File: config.mk
export PLATFORM = sky130hd
export DESIGN_NAME = svsg_ctrl
export DESIGN_NICKNAME = d
export VERILOG_FILES = /design/src/design/svsg_pkg.sv /design/src/design/svsg_ctrl.sv
export SDC_FILE = /design/constraint.sdc
export NUM_CORES = 1
export LEC_CHECK = 0
export ABC_AREA = 1
export BUFFER_PORTS_ARGS = -buffer_cell sky130_fd_sc_hd__buf_2
export CAP_MARGIN = 20
export CORE_AREA = 4 4 41 43
export CTS_CLUSTER_DIAMETER = 30
export DETAILED_ROUTE_END_ITERATION = 10
export DIE_AREA = 0 0 45 47
export GPL_ROUTABILITY_DRIVEN = 0
export MAX_ROUTING_LAYER = met4
export PLACE_DENSITY = 0.63
export SLEW_MARGIN = 20
export SYNTH_ARGS = -nofsm -noshare
export SYNTH_HDL_FRONTEND = slang
export SYNTH_SLANG_ARGS = --single-unit
File: constraint.sdc
create_clock -name aclk -period 2.6 [get_ports aclk]
set_input_delay 0.13 -clock aclk [delete_from_list [all_inputs] [get_ports aclk]]
set_output_delay 0.13 -clock aclk [all_outputs]
set_load 0.01 [all_outputs]
File: src/design/svsg_pkg.sv
// svsg_pkg: shared types and constants of the state vector swap gate unit
// item kinds, register indexes, controller states and command/status structs
// no dependencies
`timescale 1ns / 1ps

package svsg_pkg;

    localparam int ADDR_W    = 10;
    localparam int WORD_W    = 64;
    localparam int CFG_W     = 4;
    localparam int CFG_IDX_W = 2;

    localparam logic [1:0] KIND_WRITE = 2'd0;
    localparam logic [1:0] KIND_READ  = 2'd1;
    localparam logic [1:0] KIND_SWAP  = 2'd2;

    localparam logic [CFG_IDX_W-1:0] CFG_QUBIT_FIRST  = 2'd0;
    localparam logic [CFG_IDX_W-1:0] CFG_QUBIT_SECOND = 2'd1;
    localparam logic [CFG_IDX_W-1:0] CFG_NUM_QUBITS   = 2'd2;

    localparam logic [CFG_W-1:0] QUBIT_FIRST_RST  = 4'd0;
    localparam logic [CFG_W-1:0] QUBIT_SECOND_RST = 4'd1;
    localparam logic [CFG_W-1:0] NUM_QUBITS_RST   = 4'd10;

    typedef enum logic [2:0] {
        ST_IDLE,
        ST_RD_DATA,
        ST_SW_START,
        ST_SW_READ,
        ST_SW_WR_A,
        ST_SW_WR_B,
        ST_SW_DONE
    } svsg_state_t;

    typedef struct packed {
        logic wr_host;
        logic rd_host;
        logic sw_load;
        logic sw_read;
        logic sw_wr_a;
        logic sw_wr_b;
        logic out_load_read;
        logic out_load_done;
    } svsg_cmd_t;

    typedef struct packed {
        logic sw_noop;
        logic sw_last;
        logic out_free;
    } svsg_status_t;

endpackage

File: src/design/svsg_ctrl.sv
// svsg_ctrl: controller state machine of the swap gate unit
// sequences host reads, writes and the pairwise swap sweep; depends on svsg_pkg
`timescale 1ns / 1ps

module svsg_ctrl (
    input  logic                 aclk,
    input  logic                 aresetn,
    input  logic                 s_valid,
    output logic                 s_ready,
    input  logic [1:0]           s_kind,
    input  svsg_pkg::svsg_status_t status,
    output svsg_pkg::svsg_cmd_t    cmd
);
    import svsg_pkg::*;

    svsg_state_t state_reg;
    svsg_state_t state_next;

    always_ff @(posedge aclk) begin
        if (!aresetn) begin
            state_reg <= ST_IDLE;
        end else begin
            state_reg <= state_next;
        end
    end

    always_comb begin
        state_next = state_reg;
        cmd        = '0;
        s_ready    = 1'b0;
        unique case (state_reg)
            ST_IDLE: begin
                s_ready = 1'b1;
                if (s_valid) begin
                    unique case (s_kind)
                        KIND_WRITE: begin
                            cmd.wr_host = 1'b1;
                        end
                        KIND_READ: begin
                            cmd.rd_host = 1'b1;
                            state_next  = ST_RD_DATA;
                        end
                        KIND_SWAP: begin
                            cmd.sw_load = 1'b1;
                            state_next  = ST_SW_START;
                        end
                        default: begin
                        end
                    endcase
                end
            end
            ST_RD_DATA: begin
                if (status.out_free) begin
                    cmd.out_load_read = 1'b1;
                    state_next        = ST_IDLE;
                end
            end
            ST_SW_START: begin
                if (status.sw_noop) begin
                    state_next = ST_SW_DONE;
                end else begin
                    cmd.sw_read = 1'b1;
                    state_next  = ST_SW_WR_A;
                end
            end
            ST_SW_READ: begin
                cmd.sw_read = 1'b1;
                state_next  = ST_SW_WR_A;
            end
            ST_SW_WR_A: begin
                cmd.sw_wr_a = 1'b1;
                state_next  = ST_SW_WR_B;
            end
            ST_SW_WR_B: begin
                cmd.sw_wr_b = 1'b1;
                state_next  = status.sw_last ? ST_SW_DONE : ST_SW_READ;
            end
            ST_SW_DONE: begin
                if (status.out_free) begin
                    cmd.out_load_done = 1'b1;
                    state_next        = ST_IDLE;
                end
            end
            default: begin
                state_next = ST_IDLE;
            end
        endcase
    end

endmodule

---- Word-level counts from Yosys, hierarchy flattened ----
Cells that the tools add are included.
cells by class
  eq/ne operators ......................... 11
  muxes and demuxes ....................... 19
  reductions and logical operators ........ 4
operator list
  cell                number
  $pmux 3 s6          1
  $mux 3              5
  $mux 1              10
  $eq 3x3->1 const B  3
  $eq 3x2->1 const B  2
  $pmux 3 s2          1
  $eq 3x1->1 const B  1
  $logic_not 3->1     1
  $ne 3x1->1 const B  1
  $reduce_and 3->1    1
  $eq 2x1->1 const B  1
  $eq 2x2->1 const B  1
  $logic_not 2->1     1
  $mux 2              1
  $ne 2x1->1 const B  1
  $ne 2x2->1 const B  1
  $pmux 1 s2          1
  $reduce_or 2->1     1
storage, ports and cells
  register bits ........................... 3
  bits of input ports ..................... 8
  output and inout port bits .............. 9
  word-level logic and storage cells ...... 35

---- Longest topological paths before layout ----
  depth in word-level cells ............... 4
  depth in mapped cells ................... 10
  depth with buffers taken out ............ 10

---- Worst setup path after synthesis ----
Ideal clock, no wire load.
  path type ............................... register -> output
  start point ............................. register state_reg[2]
  end point ............................... output port cmd[4] (netlist name)
  arrival time ............................ 1,050 ps
  data required time ...................... 2,470 ps
  setup slack ............................. 1,420 ps
  cell stages (with the launch flop) ...... 6
  path buffers ............................ 1
  cells stage by stage .................... dfxtp_1 buf_6 inv_8 ha_1 inv_1 nor4_1
RTL lines
  item                      line             source
  start: declaration        svsg_ctrl.sv:16  svsg_state_t state_reg;
  start signal: assignment  svsg_ctrl.sv:23  state_reg <= state_next;
  end: declaration          svsg_ctrl.sv:12  output svsg_pkg::svsg_cmd_t cmd

==> results_dict.tcl <==
set metrics [dict create \
    synthTopCellsByArea "sky130_fd_sc_hd__dfxtp_1 15%, sky130_fd_sc_hd__nand2_1 15%, sky130_fd_sc_hd__ha_1 12%, sky130_fd_sc_hd__inv_1 10%, sky130_fd_sc_hd__nor2_1 10%" \
    cp-end-kind "output pin" \
    max-slew-margin-rel_pct 70.2 \
    synth_sequential_area_ratio_pct 14.9 \
    portBuffers 16 \
    hold_path_class "primary input to flop" \
    post_place_worst_slack_ps 1280 \
    max_cap_violations 0 \
    route.antenna.remaining_nets 0 \
    htree_levels 1 \
    hpwlAfterDp_um 764 \
    irDropWorstVdd_v 0.000402 \
    startpoint_type "flop" \
    synth-simple-area-share_pct 49.1 \
    synth_xor_area_share_pct 0 \
    post_cts_buffers 0 \
    critPathMaxFanout 9 \
    yosys-top-cells-count "16 x sky130_fd_sc_hd__nand2_1, 11 x sky130_fd_sc_hd__inv_1, 11 x sky130_fd_sc_hd__nor2_1" \
    pwr_density_cell_mw_per_mm2 879 \
    grt_max_degree 10 \
    antenna_found_initial 0 \
    design.final.nets 100 \
    drive_above_1_share_pct 35.6 \
    utilization_pct 39.7 \
    cp_data_arrival_time_ps 1350 \
    numCtsBuffers 3 \
    p_leak_uw 0.000324 \
    vias_per_cell 4.27 \
    drt_iter0_markers 6 \
    synth.cell_area_um2 403 \
    period_needed_ps 1480 \
    unrepaired_setup_endpoints_after_global_routing "false" \
    worst_pin_slew_ps 446 \
    die_area_mm2 0.00212 \
    synth_top_family_by_area "simple AND/OR/NAND/NOR gates" \
    grtUsageTotal_pct 9.21 \
    clock_pin_slew_of_the_registers_on_the_worst_case_setup_and_hold_paths_ps 40 \
    die_w_um 45 \
    postSynth.asyncResetShare_pct 0 \
    final-max-slew-violation-count 0 \
    worstRegToRegCells 7 \
    share_of_cell_area_taken_by_muxes_after_synthesis_pct 0 \
    drc 0 \
    status "completed" \
    dr_total_vias 436 \
    netlist.area_leader.share_pct 14.9 \
    post_synth.cell_area_avg_um2 5.92 \
    dominantRegCellSynth "sky130_fd_sc_hd__dfxtp_1" \
    synth-adder-area-share_pct 12.4 \
    die_y_um 47 \
    clk-insertion-delay-late_ps 230 \
    drt_wl_total_um 908 \
    antenna_cells 0 \
    synth_edf_count 0 \
    max_freq_ghz 0.678 \
    number_of_flip_flops_in_the_largest_register 3 \
    cts_tree "done" \
    worst_ep_required_time_ps 2470 \
    row_count 13 \
    synth_warnings 0 \
    cts.sink_count 3 \
    final.setup.worst_slack_ps 1120 \
    dr_wl_cell_um 8.90 \
    report.final.setup_viol 0 \
    clockRootBuffer "sky130_fd_sc_hd__clkbuf_4" \
    final.setup_skew_ps 1.49 \
    report.final.hold_viol_count 0 \
    yosysMostFrequentCell "sky130_fd_sc_hd__nand2_1" \
    synth_cell_type_count 18 \
    final.setup.tns_ps 0 \
    grt_first_pass_wirelength_um 1390 \
    ys_seq_elements 3 \
    cts-hold-fix-buffers 0 \
    initial_utilization_pct 31.0 \
    grt_remaining_overflow 0 \
    syn_to_final_growth_pct 28.3 \
    drt-pass1-iter-count 4 \
    netlist.top_cell.by_area "sky130_fd_sc_hd__dfxtp_1" \
    first_global_vias 372 \
    final_min_period_over_clock_period_pct 56.7 \
    design.core.area_mm2 0.00130 \
    syn_inst 68 \
    synth.net_count 80 \
    post_cts.resized_instances 0 \
    worst_hold_path.num_cells 3 \
    synth-compound-area-share_pct 4.97 \
    io-pin-count 17 \
    critical_path_start_end_classification "flop to output pin" \
    max-clock-path-buffers 2 \
]
## final timing paths
path,end,slack (ps),startpoint
hold reg to reg,state_reg[0]$_SDFFE_PN0P_,660,state_reg[0]$_SDFFE_PN0P_
hold / removal,state_reg[0]$_SDFFE_PN0P_,140,aresetn
setup reg to reg,state_reg[1]$_SDFFE_PN0P_,1280,state_reg[2]$_SDFFE_PN0P_
setup / recovery,cmd[4],1120,state_reg[2]$_SDFFE_PN0P_
## cells in the final DEF, fill, tap and decap left out
master / Yosys / routed
sky130_fd_sc_hd__clkbuf_4: 0 / 3
sky130_fd_sc_hd__nand3_2: 1 / 1
sky130_fd_sc_hd__nand4_1: 1 / 1
sky130_fd_sc_hd__inv_1: 11 / 11
sky130_fd_sc_hd__nor2_4: 1 / 1
sky130_fd_sc_hd__nand2_2: 4 / 4
sky130_fd_sc_hd__clkbuf_1: 0 / 1
sky130_fd_sc_hd__inv_2: 3 / 3
sky130_fd_sc_hd__ha_1: 4 / 4
sky130_fd_sc_hd__nor4_1: 1 / 1
sky130_fd_sc_hd__o21ai_0: 2 / 2
sky130_fd_sc_hd__buf_2: 0 / 16
sky130_fd_sc_hd__dfxtp_1: 3 / 3
sky130_fd_sc_hd__nand2_4: 1 / 1
sky130_fd_sc_hd__nor2_1: 11 / 11
sky130_fd_sc_hd__nand3_1: 4 / 4
sky130_fd_sc_hd__inv_8: 1 / 1
sky130_fd_sc_hd__nor2_2: 1 / 1
sky130_fd_sc_hd__a21oi_1: 2 / 2
sky130_fd_sc_hd__nand2_1: 16 / 16
## where the power goes
part           switching, µW  internal [µW]  leakage, µW  total [µW]
clock                   24.7           57.6    0.0000150        82.3
sequential              37.4           62.0    0.0000248        99.4
combinational            170            103     0.000284         273
total                    232            223     0.000324         454
## metrics by stage
stage / std cells / power [µW] / area (µm²) / hold WS [ps]
floorplan: 68 / 316 / 403 / 256
global placement: 98 / 376 / 490 / 384
detailed placement: 98 / 376 / 490 / 383
CTS: 102 / 461 / 517 / 141
global route: 102 / 500 / 517 / 158
finish: 102 / 454 / 517 / 144
## metal layers
layer  wire length (µm)  up-vias  track usage (%)
li1                   -      243                -
met3                 54        0            0.383
met1                394      184             9.75
met4                  0        0             3.51
met5                  0        -                -
met2                460        9             17.8
## area by class of cell
cell class / count / area (µm²)
Inverter: 15 / 63.8
Fill cell: 152 / 785
Sequential cell: 3 / 60.1
Tap cell: 15 / 18.8
Clock buffer: 4 / 26.3
Timing Repair Buffer: 16 / 80.1
Multi-Input combinational cell: 49 / 268
## critical path: stages, from the launching register on
cell	delay [ps]
sky130_fd_sc_hd__dfxtp_1	430
sky130_fd_sc_hd__inv_8	120
sky130_fd_sc_hd__ha_1	140
sky130_fd_sc_hd__inv_1	50
sky130_fd_sc_hd__nor4_1	200
sky130_fd_sc_hd__buf_2	170
## logic make-up (layout without fill, tap and decap cells)
family	Yosys count	count (layout)
buffers and inverters	16	35
adders and majority gates	4	4
DFF	3	3
and+or+nand+nor	41	41
AOI/OAI and AO/OA	4	4
(Power assumes the default switching activity.)
